===== src/rtl/core/rectilinear_vertex_classifier_top_defines.svh =====
// ----------------------------------------------------------------------------
// rectilinear vertex classifier assertion macros
// shared concurrent assertion forms for the classifier rtl
// ----------------------------------------------------------------------------
`ifndef RECTILINEAR_VERTEX_CLASSIFIER_TOP_DEFINES_SVH
`define RECTILINEAR_VERTEX_CLASSIFIER_TOP_DEFINES_SVH

// same-cycle implication, checked outside reset
`define RVC_ASSERT_IMPL(label, clk, rst_n, ante, cons) \
  label: assert property (@(posedge clk) disable iff (!rst_n) (ante) |-> (cons)) \
    else $error("rvc assertion failed");

// next-cycle implication, checked outside reset
`define RVC_ASSERT_NEXT(label, clk, rst_n, ante, cons) \
  label: assert property (@(posedge clk) disable iff (!rst_n) (ante) |=> (cons)) \
    else $error("rvc assertion failed");

`endif


===== src/rtl/core/rvc_pkg.sv =====
// ----------------------------------------------------------------------------
// rvc_pkg
// types and constants of the rectilinear vertex classifier
// ----------------------------------------------------------------------------
`default_nettype none

package rvc_pkg;

  localparam int COORD_W   = 32;
  localparam int DIFF_W    = COORD_W + 1;
  localparam int FRAC_BITS = 8;
  localparam int HALF_UNIT = (2**FRAC_BITS + 1) / 2;
  localparam int IDX_OUT_W = 16;
  localparam int CNT_W     = 16;
  localparam logic [CNT_W-1:0] CNT_MAX = {CNT_W{1'b1}};

  typedef enum logic [2:0] {
    DIR_UP    = 3'd0,
    DIR_DOWN  = 3'd1,
    DIR_RIGHT = 3'd2,
    DIR_LEFT  = 3'd3,
    DIR_UNDEF = 3'd4
  } dir_t;

  typedef enum logic [1:0] {
    KIND_STRAIGHT = 2'd0,
    KIND_CONCAVE  = 2'd1,
    KIND_CONVEX   = 2'd2,
    KIND_INVALID  = 2'd3
  } kind_t;

  typedef enum logic [1:0] {
    ERR_OK        = 2'd0,
    ERR_NOT_AXIS  = 2'd1,
    ERR_REVERSAL  = 2'd2,
    ERR_TOO_FEW   = 2'd3
  } err_t;

  typedef enum logic [1:0] {
    SEQ_RUN    = 2'd0,
    SEQ_WRAP_A = 2'd1,
    SEQ_WRAP_B = 2'd2
  } seq_t;

  typedef struct packed {
    logic signed [COORD_W-1:0] x;
    logic signed [COORD_W-1:0] y;
  } point_t;

  typedef struct packed {
    logic [IDX_OUT_W-1:0]      vertex_index;
    logic signed [COORD_W-1:0] vertex_x;
    logic signed [COORD_W-1:0] vertex_y;
    kind_t                     vertex_kind;
    dir_t                      incoming_dir;
    err_t                      error_code;
    logic [CNT_W-1:0]          concave_total;
    logic                      any_failure;
    logic                      last_result;
  } res_t;

endpackage

`default_nettype wire


===== src/rtl/core/rvc_classify.sv =====
// ----------------------------------------------------------------------------
// rvc_classify
// edge directions and turn class of the middle point of three vertices
// ----------------------------------------------------------------------------
`default_nettype none

module rvc_classify import rvc_pkg::*; (
  input  point_t pt_a,
  input  point_t pt_b,
  input  point_t pt_c,
  output dir_t   dir_in,
  output kind_t  kind,
  output err_t   err
);

  localparam logic signed [DIFF_W-1:0] HALF_POS = DIFF_W'(HALF_UNIT);
  localparam logic signed [DIFF_W-1:0] HALF_NEG = -HALF_POS;

  function automatic dir_t edge_dir(point_t a, point_t b);
    logic signed [DIFF_W-1:0] dx;
    logic signed [DIFF_W-1:0] dy;
    logic xp, xm, yp, ym;
    dir_t d;
    dx = {b.x[COORD_W-1], b.x} - {a.x[COORD_W-1], a.x};
    dy = {b.y[COORD_W-1], b.y} - {a.y[COORD_W-1], a.y};
    xp = (dx >= HALF_POS);
    xm = (dx <= HALF_NEG);
    yp = (dy >= HALF_POS);
    ym = (dy <= HALF_NEG);
    if (!xp && !xm && yp) begin
      d = DIR_UP;
    end else if (!xp && !xm && ym) begin
      d = DIR_DOWN;
    end else if (xp && !yp && !ym) begin
      d = DIR_RIGHT;
    end else if (xm && !yp && !ym) begin
      d = DIR_LEFT;
    end else begin
      d = DIR_UNDEF;
    end
    return d;
  endfunction

  dir_t d1;
  dir_t d2;
  logic concave_turn;
  logic convex_turn;

  assign d1 = edge_dir(pt_a, pt_b);
  assign d2 = edge_dir(pt_b, pt_c);
  assign dir_in = d1;

  assign concave_turn = (d1 == DIR_RIGHT && d2 == DIR_DOWN) ||
                        (d1 == DIR_LEFT  && d2 == DIR_UP)   ||
                        (d1 == DIR_UP    && d2 == DIR_RIGHT) ||
                        (d1 == DIR_DOWN  && d2 == DIR_LEFT);
  assign convex_turn  = (d1 == DIR_RIGHT && d2 == DIR_UP)   ||
                        (d1 == DIR_LEFT  && d2 == DIR_DOWN) ||
                        (d1 == DIR_UP    && d2 == DIR_LEFT) ||
                        (d1 == DIR_DOWN  && d2 == DIR_RIGHT);

  always_comb begin
    if (d1 == DIR_UNDEF || d2 == DIR_UNDEF) begin
      kind = KIND_INVALID;
      err  = ERR_NOT_AXIS;
    end else if (d1 == d2) begin
      kind = KIND_STRAIGHT;
      err  = ERR_OK;
    end else if (concave_turn) begin
      kind = KIND_CONCAVE;
      err  = ERR_OK;
    end else if (convex_turn) begin
      kind = KIND_CONVEX;
      err  = ERR_OK;
    end else begin
      kind = KIND_INVALID;
      err  = ERR_REVERSAL;
    end
  end

endmodule

`default_nettype wire


===== src/rtl/core/rvc_skid.sv =====
// ----------------------------------------------------------------------------
// rvc_skid
// result register with one skid entry between classifier and output port
// ----------------------------------------------------------------------------
`default_nettype none

module rvc_skid import rvc_pkg::*; (
  input  logic clk,
  input  logic rst_n,
  input  logic push_valid,
  input  res_t push_res,
  output logic push_ready,
  output logic pop_valid,
  input  logic pop_ready,
  output res_t pop_res
);

  logic main_valid_r, main_valid_nxt;
  logic skid_valid_r, skid_valid_nxt;
  res_t main_res_r, main_res_nxt;
  res_t skid_res_r, skid_res_nxt;

  assign push_ready = !skid_valid_r;
  assign pop_valid  = main_valid_r;
  assign pop_res    = main_res_r;

  always_comb begin
    main_valid_nxt = main_valid_r;
    skid_valid_nxt = skid_valid_r;
    main_res_nxt   = main_res_r;
    skid_res_nxt   = skid_res_r;
    if (!main_valid_r || pop_ready) begin
      if (skid_valid_r) begin
        main_valid_nxt = 1'b1;
        main_res_nxt   = skid_res_r;
        skid_valid_nxt = 1'b0;
      end else begin
        main_valid_nxt = push_valid;
        main_res_nxt   = push_res;
      end
    end else if (push_valid) begin
      skid_valid_nxt = 1'b1;
      skid_res_nxt   = push_res;
    end
  end

  always_ff @(posedge clk) begin
    if (!rst_n) begin
      main_valid_r <= 1'b0;
      skid_valid_r <= 1'b0;
    end else begin
      main_valid_r <= main_valid_nxt;
      skid_valid_r <= skid_valid_nxt;
    end
  end

  always_ff @(posedge clk) begin
    main_res_r <= main_res_nxt;
    skid_res_r <= skid_res_nxt;
  end

endmodule

`default_nettype wire


===== src/rtl/core/rectilinear_vertex_classifier_top.sv =====
// ----------------------------------------------------------------------------
// rectilinear_vertex_classifier_top
// classifies the vertices of an axis-aligned polygon as straight, concave,
// convex or invalid and counts concave vertices
// ----------------------------------------------------------------------------
// usage
// - in_*: one vertex per word, anticlockwise, in_tlast on the last vertex
// - out_*: one classified vertex per word, out_tlast on the polygon's last
// - vertex k is classified when vertex k+1 is accepted; the last
//   vertex of a polygon yields three words (second to last, last, vertex 0)
// - a polygon of fewer than three vertices yields one error word
// - throughput: one vertex per cycle while the output does not stall; the last
//   vertex of a polygon of three or more holds in_tready low in SEQ_WRAP_A and
//   SEQ_WRAP_B while the wrap-around words go through the single classifier
// - output register plus one skid entry: input keeps flowing for one word
//   of output stall, then in_tready drops until out_tready returns
// - reset clears the vertex count, concave count and failure flag; no
//   word is pending after reset
// ----------------------------------------------------------------------------
`default_nettype none

`include "rectilinear_vertex_classifier_top_defines.svh"

module rectilinear_vertex_classifier_top import rvc_pkg::*; #(
  parameter int MAX_VERTICES = 65536
) (
  input  logic         clk,
  input  logic         rst_n,
  input  logic         in_tvalid,
  output logic         in_tready,
  input  logic [63:0]  in_tdata,   // coord_x, coord_y
  input  logic         in_tlast,   // final_vertex
  output logic         out_tvalid,
  input  logic         out_tready,
  output logic [103:0] out_tdata,  // vertex_index, vertex_x, vertex_y, vertex_kind,
                                   // incoming_dir, error_code, concave_total, any_failure
  output logic         out_tlast   // last_result
);

  localparam int IDX_W = $clog2(MAX_VERTICES);
  localparam int PTS_W = $clog2(MAX_VERTICES + 1);
  localparam logic [PTS_W-1:0] PTS_MAX = PTS_W'(MAX_VERTICES);
  localparam logic [IDX_W-1:0] IDX_TOP = IDX_W'(MAX_VERTICES - 1);

  seq_t             state_r, state_nxt;
  logic [PTS_W-1:0] pts_r, pts_nxt;
  logic [CNT_W-1:0] cnt_r, cnt_nxt;
  logic             fail_r, fail_nxt;
  point_t           first_r, first_nxt;
  point_t           second_r, second_nxt;
  point_t           older_r, older_nxt;
  point_t           newer_r, newer_nxt;

  point_t           in_pt;
  logic             push_ready;
  logic             push_valid;
  res_t             push_res;
  res_t             out_res;
  logic             acc;

  point_t           cls_a, cls_b, cls_c;
  dir_t             cls_dir;
  kind_t            cls_kind;
  err_t             cls_err;
  logic [CNT_W-1:0] cnt_cls;
  logic             fail_cls;
  logic [IDX_W-1:0] idx_cur;
  logic [IDX_W-1:0] idx_sel;
  logic [31:0]      idx_wide;

  assign in_pt.x = in_tdata[31:0];
  assign in_pt.y = in_tdata[63:32];

  assign in_tready = push_ready && (state_r == SEQ_RUN);
  assign acc       = in_tvalid && in_tready;

  assign idx_cur  = (pts_r < PTS_MAX) ? pts_r[IDX_W-1:0] : IDX_TOP;
  assign idx_wide = 32'(idx_sel);

  always_comb begin
    case (state_r)
      SEQ_WRAP_A: begin
        cls_a = older_r;
        cls_b = newer_r;
        cls_c = first_r;
      end
      SEQ_WRAP_B: begin
        cls_a = newer_r;
        cls_b = first_r;
        cls_c = second_r;
      end
      default: begin
        cls_a = older_r;
        cls_b = newer_r;
        cls_c = in_pt;
      end
    endcase
  end

  rvc_classify u_classify (
    .pt_a   (cls_a),
    .pt_b   (cls_b),
    .pt_c   (cls_c),
    .dir_in (cls_dir),
    .kind   (cls_kind),
    .err    (cls_err)
  );

  assign cnt_cls  = (cls_kind == KIND_CONCAVE && cnt_r != CNT_MAX) ? cnt_r + CNT_W'(1) : cnt_r;
  assign fail_cls = fail_r || (cls_err != ERR_OK);

  always_comb begin
    state_nxt  = state_r;
    pts_nxt    = pts_r;
    cnt_nxt    = cnt_r;
    fail_nxt   = fail_r;
    first_nxt  = first_r;
    second_nxt = second_r;
    older_nxt  = older_r;
    newer_nxt  = newer_r;
    push_valid = 1'b0;
    idx_sel    = idx_cur - IDX_W'(1);

    push_res.vertex_index  = idx_wide[IDX_OUT_W-1:0];
    push_res.vertex_x      = cls_b.x;
    push_res.vertex_y      = cls_b.y;
    push_res.vertex_kind   = cls_kind;
    push_res.incoming_dir  = cls_dir;
    push_res.error_code    = cls_err;
    push_res.concave_total = cnt_cls;
    push_res.any_failure   = fail_cls;
    push_res.last_result   = 1'b0;

    case (state_r)
      SEQ_RUN: begin
        if (acc) begin
          if (pts_r == PTS_W'(0)) begin
            first_nxt = in_pt;
          end
          if (pts_r == PTS_W'(1)) begin
            second_nxt = in_pt;
          end
          older_nxt = newer_r;
          newer_nxt = in_pt;
          if (pts_r < PTS_MAX) begin
            pts_nxt = pts_r + PTS_W'(1);
          end
          if (pts_r >= PTS_W'(2)) begin
            push_valid = 1'b1;
            cnt_nxt    = cnt_cls;
            fail_nxt   = fail_cls;
            if (in_tlast) begin
              state_nxt = SEQ_WRAP_A;
            end
          end else if (in_tlast) begin
            // too few vertices: one error word for vertex 0
            push_valid             = 1'b1;
            push_res.vertex_index  = '0;
            push_res.vertex_x      = (pts_r == PTS_W'(0)) ? in_pt.x : first_r.x;
            push_res.vertex_y      = (pts_r == PTS_W'(0)) ? in_pt.y : first_r.y;
            push_res.vertex_kind   = KIND_INVALID;
            push_res.incoming_dir  = DIR_UNDEF;
            push_res.error_code    = ERR_TOO_FEW;
            push_res.concave_total = '0;
            push_res.any_failure   = 1'b1;
            push_res.last_result   = 1'b1;
            pts_nxt                = '0;
            cnt_nxt                = '0;
            fail_nxt               = 1'b0;
          end
        end
      end
      SEQ_WRAP_A: begin
        idx_sel = pts_r[IDX_W-1:0] - IDX_W'(1);
        if (pts_r == PTS_MAX) begin
          idx_sel = IDX_TOP;
        end
        if (push_ready) begin
          push_valid = 1'b1;
          cnt_nxt    = cnt_cls;
          fail_nxt   = fail_cls;
          state_nxt  = SEQ_WRAP_B;
        end
      end
      SEQ_WRAP_B: begin
        idx_sel              = '0;
        push_res.last_result = 1'b1;
        if (push_ready) begin
          push_valid = 1'b1;
          pts_nxt    = '0;
          cnt_nxt    = '0;
          fail_nxt   = 1'b0;
          state_nxt  = SEQ_RUN;
        end
      end
      default: begin
        state_nxt = SEQ_RUN;
      end
    endcase
  end

  always_ff @(posedge clk) begin
    if (!rst_n) begin
      state_r <= SEQ_RUN;
      pts_r   <= '0;
      cnt_r   <= '0;
      fail_r  <= 1'b0;
    end else begin
      state_r <= state_nxt;
      pts_r   <= pts_nxt;
      cnt_r   <= cnt_nxt;
      fail_r  <= fail_nxt;
    end
  end

  always_ff @(posedge clk) begin
    first_r  <= first_nxt;
    second_r <= second_nxt;
    older_r  <= older_nxt;
    newer_r  <= newer_nxt;
  end

  rvc_skid u_skid (
    .clk        (clk),
    .rst_n      (rst_n),
    .push_valid (push_valid),
    .push_res   (push_res),
    .push_ready (push_ready),
    .pop_valid  (out_tvalid),
    .pop_ready  (out_tready),
    .pop_res    (out_res)
  );

  assign out_tdata = {out_res.any_failure, out_res.concave_total, out_res.error_code,
                      out_res.incoming_dir, out_res.vertex_kind, out_res.vertex_y,
                      out_res.vertex_x, out_res.vertex_index};
  assign out_tlast = out_res.last_result;

  `RVC_ASSERT_NEXT(a_wrap_order, clk, rst_n, (state_r == SEQ_WRAP_A) && push_ready, state_r == SEQ_WRAP_B)
  `RVC_ASSERT_NEXT(a_end_clears, clk, rst_n, push_valid && push_res.last_result, (pts_r == '0) && (cnt_r == '0) && !fail_r)
  `RVC_ASSERT_IMPL(a_err_sticky, clk, rst_n, push_valid && (push_res.error_code != ERR_OK), push_res.any_failure)
  `RVC_ASSERT_IMPL(a_wrap_count, clk, rst_n, state_r != SEQ_RUN, pts_r >= PTS_W'(3))

endmodule

`default_nettype wire

===== config.mk =====
export PLATFORM = sky130hd
export DESIGN_NAME = rectilinear_vertex_classifier_top
export DESIGN_NICKNAME = d
export VERILOG_FILES = /design/src/rtl/core/rvc_pkg.sv /design/src/rtl/core/rvc_classify.sv /design/src/rtl/core/rvc_skid.sv /design/src/rtl/core/rectilinear_vertex_classifier_top.sv
export VERILOG_INCLUDE_DIRS = /design/src /design/src/rtl/core
export SDC_FILE = /design/constraint.sdc
export NUM_CORES = 1
export LEC_CHECK = 0
export BUFFER_PORTS_ARGS = -buffer_cell sky130_fd_sc_hd__buf_2
export CAP_MARGIN = 20
export CORE_MARGIN = 8
export CORE_UTILIZATION = 45
export CTS_BUF_LIST = sky130_fd_sc_hd__clkbuf_8
export CTS_CLUSTER_DIAMETER = 60
export DETAILED_ROUTE_END_ITERATION = 10
export PLACE_DENSITY_LB_ADDON = 0.05
export SLEW_MARGIN = 10
export SYNTH_ARGS = -nofsm -noshare
export SYNTH_HDL_FRONTEND = slang
export SYNTH_SLANG_ARGS = --single-unit
export TNS_END_PERCENT = 20

===== constraint.sdc =====
create_clock -name clk -period 11.65 [get_ports clk]
set_input_delay 2.33 -clock clk [delete_from_list [all_inputs] [get_ports clk]]
set_output_delay 2.33 -clock clk [all_outputs]
set_load 0.005 [all_outputs]

==> insert_results.sql, run 1 <==
INSERT INTO impl_metrics (metric_group, metric, value, unit) VALUES
('sta', 'fin_crit_sh', '0.689', ''),
('floorplan', 'ios', '176', ''),
('floorplan', 'die_width', '282', 'µm'),
('floorplan', 'std_cell_rows', '97', ''),
('route', 'detailedRoute.firstIterationViolations', '1841', ''),
('power_and_ir_drop', 'vdd_ir_drop_max', '124', 'µV'),
('clock_network', 'cts_hold_buffers', '0', ''),
('sta', 'finalMaxSlewViolations', '0', ''),
('logic_synthesis', 'netlist_area', '31700', 'µm²'),
('power_and_ir_drop', 'seq_power_share', '0.452', ''),
('power_and_ir_drop', 'portion_of_total_power_attributed_to_the_clock_network', '0.320', ''),
('sta', 'worst_slew_margin_rel', '0.210', ''),
('logic_synthesis', 'synth_flop_cell', 'sky130_fd_sc_hd__edfxtp_1', ''),
('logic_synthesis', 'post_synth_inst_count', '3144', ''),
('critical_path', 'cp_data_required_time', '12050', 'ps'),
('route', 'vias_per_cell', '6.03', ''),
('place', 'dp_slack', '3460', 'ps'),
('place', 'placer_s_final_routability_congestion_estimate', '0.926', ''),
('clock_network', 'cts_repair_resize_count', '0', ''),
('clock_network', 'worstSkewPairLatency', '690', 'ps'),
('global_route', 'maximum_number_of_pins_on_one_net_before_global_route_repair', '130', ''),
('sta', 'setup-tns-final', '0', 'ps'),
('power_and_ir_drop', 'static-leakage-power', '0.0127', 'µW'),
('route', 'route.vias.total', '25700', ''),
('clock_network', 'cts-root-buf', 'sky130_fd_sc_hd__clkbuf_8', ''),
('floorplan', 'coreArea', '69900', 'µm²'),
('global_route', 'first_global_vias', '25300', ''),
('global_route', 'gr_ovfl_total', '0', ''),
('logic_synthesis', 'synth_sequential_area_ratio', '0.465', ''),
('flow_run', 'drv.max_cap_violation_count', '0', ''),
('logic_synthesis', 'async_flop_share', '0', ''),
('layout', 'layout.cells.most_common', 'sky130_fd_sc_hd__edfxtp_1', ''),
('logic_synthesis', 'synth_nets', '3355', ''),
('critical_path', 'timing_worst_setup_path_type', 'reg -> reg', ''),
('layout', 'mostFrequentLayoutCells', 'sky130_fd_sc_hd__edfxtp_1 (466), sky130_fd_sc_hd__a21oi_1 (312), sky130_fd_sc_hd__nand2_1 (240)', ''),
('route', 'met3_wirelength', '3970', 'µm'),
('floorplan', 'initial_utilization', '0.454', ''),
('clock_network', 'numCtsBuffers', '89', ''),
('clock_network', 'cts_tree', 'done', ''),
('logic_synthesis', 'post_synth_num_cell_types', '94', ''),
('logic_synthesis', 'synth.yosys.warnings', '0', ''),
('global_route', 'grt_util_all_layers', '0.241', ''),
('critical_path', 'cp-end-kind', 'register', ''),
('logic_synthesis', 'ys_seq_elements', '504', ''),
('critical_path', 'worst_r2r_endpoint', 'u_skid.pop_res[1]', ''),
('sta', 'timing.final.crit_period', '8030', 'ps'),
('route', 'route.top_layer_used', 'met5', ''),
('route', 'wl', '98600', 'µm'),
('layout', 'layout-area-overhead-vs-synth', '10.3', '%'),
('sta', 'fin_hold_ws', '477', 'ps'),
('critical_path', 'critical_path.startpoint_type', 'register', ''),
('critical_path', 'r2r.worst_path.cells', '20', ''),
('global_route', 'grt_first_pass_wirelength', '151000', 'µm'),
('power_and_ir_drop', 'power_density', '136', 'nW/µm²'),
('route', 'wl_met2', '48000', 'µm'),
('worst_hold_path', 'hold_path_end', 'older_r[8]', ''),
('critical_path', 'worst_ep_arrival', '8430', 'ps'),
('power_and_ir_drop', 'power.net_switching', '1510', 'µW'),
('worst_hold_path', 'hold-path-cell-count', '0', ''),
('worst_hold_path', 'worst_hold_path_type', 'reg -> reg', ''),
('route', 'drt_pre_antenna_iters', '6', ''),
('run_status', 'outcome', 'completed', ''),
('sta', 'hold_viol_final', '0', ''),
('worst_hold_path', 'min_from', 'newer_r[8]', ''),
('power_and_ir_drop', 'switching_share', '0.317', ''),
('sta', 'postLayoutSetupSlackWorst', '3620', 'ps'),
('logic_synthesis', 'synth_edf_count', '466', ''),
('route', 'wl_per_cell', '23.1', 'µm'),
('clock_network', 'clock_sinks', '504', ''),
('layout', 'final.fill_count', '6538', ''),
('floorplan', 'area_of_the_die', '79300', 'µm²');
[critical path, stage by stage (launching register included)]
cell                        delay (ps)
sky130_fd_sc_hd__dfxtp_1           350
sky130_fd_sc_hd__inv_1             210
sky130_fd_sc_hd__ha_4              660
sky130_fd_sc_hd__buf_12            490
sky130_fd_sc_hd__mux2i_1           590
sky130_fd_sc_hd__inv_1             190
sky130_fd_sc_hd__ha_1              310
sky130_fd_sc_hd__nor2b_1           230
sky130_fd_sc_hd__o2111ai_1         220
sky130_fd_sc_hd__a211oi_1          590
sky130_fd_sc_hd__a211oi_1          280
sky130_fd_sc_hd__a22oi_1           420
sky130_fd_sc_hd__xnor2_1           160
sky130_fd_sc_hd__or4_1             480
sky130_fd_sc_hd__or3_1             400
sky130_fd_sc_hd__o21ai_0           840
sky130_fd_sc_hd__a22oi_1           300
sky130_fd_sc_hd__or4_4             600
sky130_fd_sc_hd__o2bb2ai_2         180
sky130_fd_sc_hd__nand2_2           100
sky130_fd_sc_hd__a32oi_1           100
[power by group through the flow]
stage                     clock network (µW)  registers (µW)  logic (µW)
after detailed placement                   0            2200        1080
after global routing                    1640            2170        1190
after global placement                     0            2190        1070
final                                   1530            2160        1090
after CTS                               1570            2160        1080
after floorplan                            0            2190         718
[state kept, by name, indices dropped and copies added, names as in the netlist]
| register | count |
|---|---|
| older_r | 64 |
| u_skid.skid_res_r | 105 |
| u_skid.skid_valid_r | 1 |
| fail_r | 1 |
| u_skid.pop_res | 105 |
| state_r | 2 |
| cnt_r | 16 |
| second_r | 64 |
| u_skid.pop_valid | 1 |
| pts_r | 17 |
| newer_r | 64 |
| first_r | 64 |
[worst max-delay path by stage]
stage,from,to,slack [ps],cells after the start
detailed placement,in_tdata[32],u_skid.pop_res[3],3460,19
global route,state_r[0],u_skid.pop_res[1],3030,20
floorplan,out_tready,u_skid.skid_res_r[0],1270,2
global placement,in_tdata[32],u_skid.pop_res[3],3550,19
finish,state_r[0],u_skid.pop_res[1],3620,20
CTS,state_r[0],u_skid.pop_res[1],3710,20
[area by class of cell]
cell class	count	area, µm²	share of cell area
Timing Repair Buffer	197	1070	0.0304
Inverter	106	398	0.0114
Antenna cell	1	2.50	0.0000715
Tap cell	940	1180	0.0336
Clock buffer	92	1270	0.0362
Multi-Input combinational cell	2359	16000	0.456
Sequential cell	504	14800	0.421
Clock inverter	69	372	0.0106
[cells in the mapped netlist (26+ instances only)]
library cell	n	area, µm²
sky130_fd_sc_hd__a21oi_1	312	1560
sky130_fd_sc_hd__nand3_1	62	310
sky130_fd_sc_hd__ha_1	140	1750
sky130_fd_sc_hd__or3_1	35	219
sky130_fd_sc_hd__a22oi_1	71	533
sky130_fd_sc_hd__nand4_1	59	369
sky130_fd_sc_hd__nor2_1	239	897
sky130_fd_sc_hd__and4_1	26	228
sky130_fd_sc_hd__dfxtp_1	38	761
sky130_fd_sc_hd__mux2_2	81	912
sky130_fd_sc_hd__xor2_1	56	490
sky130_fd_sc_hd__edfxtp_1	466	14000
sky130_fd_sc_hd__nor2b_1	84	526
sky130_fd_sc_hd__o21ai_0	150	751
sky130_fd_sc_hd__o211ai_1	31	233
sky130_fd_sc_hd__nor4_1	31	194
sky130_fd_sc_hd__inv_1	104	390
sky130_fd_sc_hd__a31oi_1	27	169
sky130_fd_sc_hd__nand2_1	240	901
sky130_fd_sc_hd__a21o_1	37	278
sky130_fd_sc_hd__mux2i_1	139	1390
sky130_fd_sc_hd__clkbuf_1	142	533
sky130_fd_sc_hd__xnor2_1	53	464
sky130_fd_sc_hd__a211oi_1	88	661
sky130_fd_sc_hd__nor3_1	51	255
[logic make-up after synthesis]
group                      share of synthesized area
and+or+nand+nor                                0.153
AOI/OAI and AO/OA                              0.189
DFF                                            0.465
buffers and inverters                         0.0339
muxes                                         0.0726
adders and majority gates                     0.0565
xor gates and xnor gates                      0.0301
[stage by stage]
stage	std cells	total power [µW]	instance area, µm²	util
2_1_floorplan	3144	2910	31700	-
3_3_place_gp	4106	3270	33400	0.477
3_5_place_dp	4106	3270	33400	0.477
4_1_cts	4267	4820	35000	0.501
5_1_grt	4268	5000	35000	0.501
6_report	4268	4780	35000	0.501
[routing by layer]
metal / vias to the layer above / global-route usage
li1: 12200 / -
met1: 12600 / 0.306
met2: 708 / 0.416
met3: 202 / 0.0280
met4: 2 / 0.102
met5: - / 0
No activity file was read; power rests on OpenSTA's default activity.
==> inputs of run 2 (changes only) <==
--- a/config.mk
+++ b/config.mk
@@ -6,6 +6,7 @@
 export SDC_FILE = /design/constraint.sdc
 export NUM_CORES = 1
 export LEC_CHECK = 0
+export ABC_AREA = 1
 export BUFFER_PORTS_ARGS = -buffer_cell sky130_fd_sc_hd__buf_2
 export CAP_MARGIN = 20
 export CORE_MARGIN = 8
==> constraint.sdc (replaced) <==
create_clock -name clk -period 6.93 [get_ports clk]
set_input_delay 1.386 -clock clk [delete_from_list [all_inputs] [get_ports clk]]
set_output_delay 1.386 -clock clk [all_outputs]
set_load 0.005 [all_outputs]
==> insert_results.sql, run 2 <==
INSERT INTO impl_metrics (metric_group, metric, value, unit) VALUES
('run_status', 'outcome', 'completed', ''),
('sta', 'fin_crit_sh', '0.881', ''),
('floorplan', 'die_width', '293', 'µm'),
('logic_synthesis', 'ys_seq_elements', '504', ''),
('floorplan', 'initial_utilization', '0.455', ''),
('sta', 'worst_slew_margin_rel', '0.281', ''),
('clock_network', 'clock_sinks', '504', ''),
('clock_network', 'longest_clk_path_bufs', '3', ''),
('sta', 'timing.fmax', '164', 'MHz'),
('floorplan', 'coreArea', '75900', 'µm²'),
('logic_synthesis', 'synth_sequential_area_ratio', '0.427', ''),
('route', 'detailedRoute.firstIterationViolations', '2625', ''),
('critical_path', 'worst_path_max_delay_cell', 'sky130_fd_sc_hd__ha_2', ''),
('layout', 'final_cells', '5970', ''),
('place', 'dp_slack', '910', 'ps'),
('logic_synthesis', 'top_cell_type_s_share_of_synthesized_area', '0.405', ''),
('route', 'antenna_left', '0', ''),
('place', 'placer_s_final_routability_congestion_estimate', '0.967', ''),
('route', 'wl_per_cell', '19.5', 'µm'),
('route', 'wl_met2', '50900', 'µm'),
('layout', 'final_core_utilization', '0.506', ''),
('worst_hold_path', 'worst_hold_path_type', 'reg -> reg', ''),
('clock_network', 'numCtsBuffers', '92', ''),
('logic_synthesis', 'async_flop_share', '0', ''),
('route', 'remaining_drc_errors', '0', ''),
('route', 'wl', '116000', 'µm'),
('route', 'met1_length', '55100', 'µm'),
('logic_synthesis', 'yosys.cell_count.top_type', 'sky130_fd_sc_hd__nand2_1', ''),
('sta', 'skew', '45.6', 'ps'),
('sta', 'timing.final.crit_period', '6110', 'ps'),
('clock_network', 'worstSkewPairLatency', '730', 'ps'),
('clock_network', 'cts-root-buf', 'sky130_fd_sc_hd__clkbuf_8', ''),
('critical_path', 'worst_path_most_repeated_cell', 'sky130_fd_sc_hd__nand2_1', ''),
('place', 'buffer_ports.inserted', '175', ''),
('sta', 'worstMarginPinSlew', '1070', 'ps'),
('layout', 'layout-area-overhead-vs-synth', '11.3', '%'),
('route', 'drt_pre_antenna_iters', '6', ''),
('global_route', 'gr_ovfl_total', '0', ''),
('place', 'post-dp-hpwl', '88300', 'µm'),
('layout', 'layout.cells.most_common', 'sky130_fd_sc_hd__nand2_1', ''),
('clock_network', 'postCtsSetupRepairBufs', '0', ''),
('route', 'route.top_layer_used', 'met5', ''),
('global_route', 'grt_util_all_layers', '0.265', ''),
('clock_network', 'cts_tree', 'done', ''),
('logic_synthesis', 'synth.top_cells.by_count', 'sky130_fd_sc_hd__nand2_1 (1590), sky130_fd_sc_hd__inv_1 (684), sky130_fd_sc_hd__edfxtp_1 (466), sky130_fd_sc_hd__nor2_1 (400), sky130_fd_sc_hd__o21ai_0 (260)', ''),
('critical_path', 'timing_worst_setup_path_type', 'reg -> reg', ''),
('floorplan', 'die_height', '293', 'µm'),
('clock_network', 'cts_hold_buffers', '0', ''),
('sta', 'final-setup-viol-count', '0', ''),
('sta', 'setup-tns-final', '0', 'ps'),
('clock_network', 'cts_repair_resize_count', '0', ''),
('sta', 'finalMaxSlewViolations', '0', ''),
('logic_synthesis', 'synth_flop_cell', 'sky130_fd_sc_hd__edfxtp_1', ''),
('layout', 'final.fill_count', '7647', ''),
('place', 'number_of_instances_in_the_placed_design', '5806', ''),
('floorplan', 'ios', '176', ''),
('sta', 'rsz0062_at_grt', 'false', ''),
('global_route', 'maximum_number_of_pins_on_one_net_before_global_route_repair', '119', ''),
('logic_synthesis', 'synth.yosys.warnings', '0', ''),
('critical_path', 'cp-end-kind', 'register', ''),
('critical_path', 'worst_ep_arrival', '6550', 'ps'),
('critical_path', 'cp_max_fo', '16', ''),
('layout', 'mostFrequentLayoutCells', 'sky130_fd_sc_hd__nand2_1 (1588), sky130_fd_sc_hd__inv_1 (720), sky130_fd_sc_hd__edfxtp_1 (466)', ''),
('route', 'vias_per_cell', '5.28', ''),
('logic_synthesis', 'synthesis.area_per_instance', '7.38', 'µm²'),
('route', 'route.vias.total', '31500', ''),
('layout', 'num-nets-final', '5081', ''),
('sta', 'hold_viol_final', '0', ''),
('logic_synthesis', 'post_synth_num_cell_types', '54', ''),
('global_route', 'grt_first_pass_wirelength', '179000', 'µm'),
('route', 'met3_wirelength', '8260', 'µm'),
('logic_synthesis', 'netlist_area', '34500', 'µm²'),
('logic_synthesis', 'synth_edf_count', '466', ''),
('critical_path', 'critical_path.startpoint_type', 'register', ''),
('clock_network', 'htree_num_levels', '3', ''),
('flow_run', 'drv.max_cap_violation_count', '0', ''),
('floorplan', 'area_of_the_die', '85900', 'µm²'),
('clock_network', 'worst_setup_hold_path_clk_slew', '70', 'ps'),
('floorplan', 'std_cell_rows', '101', ''),
('critical_path', 'cp_data_required_time', '7380', 'ps'),
('logic_synthesis', 'ys_top_cells_by_area', 'sky130_fd_sc_hd__edfxtp_1 (41%), sky130_fd_sc_hd__nand2_1 (17%), sky130_fd_sc_hd__inv_1 (7.4%), sky130_fd_sc_hd__ha_1 (5.1%), sky130_fd_sc_hd__nor2_1 (4.3%)', ''),
('global_route', 'initial_antenna_violation_count', '7', ''),
('logic_synthesis', 'post_synth_inst_count', '4683', ''),
('logic_synthesis', 'yosys.area.top_type', 'sky130_fd_sc_hd__edfxtp_1', ''),
('sta', 'postLayoutSetupSlackWorst', '825', 'ps'),
('critical_path', 'cp_slowest_stage_delay', '610', 'ps'),
('logic_synthesis', 'synth_nets', '4894', ''),
('layout', 'fraction_of_final_layout_cells_sized_beyond_drive_strength_1', '0.0920', ''),
('global_route', 'first_global_vias', '30000', '');
## run 2: logic make-up (layout without fill, tap and decap cells)
kind of cell / after synthesis / after routing / synth area share
other: 0 / 4 / 0
buffers and inverters: 817 / 1070 / 0.0891
adders and majority gates: 142 / 142 / 0.0519
muxes: 62 / 62 / 0.0180
and+or+nand+nor: 2509 / 2509 / 0.303
AOI/OAI and AO/OA: 593 / 593 / 0.0968
xor gates and xnor gates: 56 / 56 / 0.0146
DFF: 504 / 504 / 0.427
## run 2: cell type report
cell class | count | area (µm²) | area share
multi-input cells | 3362 | 16800 | 0.437
flip-flops and latches | 504 | 14800 | 0.384
inverters | 694 | 2610 | 0.0680
clock buffers | 96 | 1320 | 0.0344
well taps | 1030 | 1290 | 0.0335
repair buffers | 216 | 1250 | 0.0324
clock inverters | 64 | 400 | 0.0104
diodes | 4 | 10.0 | 0.000260
## run 2: per-stage QoR
| stage | instance area [µm²] | hold WS (ps) |
|---|---|---|
| detailed placement | 36700 | 456 |
| floorplan | 34600 | 444 |
| CTS | 38400 | 461 |
| global route | 38400 | 467 |
| global placement | 36700 | 454 |
| finish | 38400 | 460 |
## run 2: path summary, 6_finish.rpt
path                     from                end  slack (ps)  cells after the start
setup reg to reg   state_r[1]  u_skid.pop_res[5]         820                     28
setup / recovery   state_r[1]  u_skid.pop_res[5]         820                     28
hold reg to reg   newer_r[55]        older_r[55]         460                      0
hold / removal    newer_r[55]        older_r[55]         460                      0
## run 2: routing by layer
| metal | vias up | track usage |
|---|---|---|
| met3 | 149 | 0.0407 |
| met2 | 992 | 0.415 |
| met1 | 14700 | 0.386 |
| met4 | 2 | 0.0587 |
| met5 | - | 0 |
| li1 | 15700 | - |
## run 2: worst max-delay path: cells and delay by family, from the launching register on
kind,cells,cell delay (ps)
buffers and inverters,3,800
AND/OR/NAND/NOR,21,2990
flip-flops,1,420
adder cells (fa/ha/maj),2,1140
AO/OA/AOI/OAI,2,470
Power of run 2 is not shown: default switching activity piles up to over one toggle a cycle in this logic, so the estimate is an artifact.
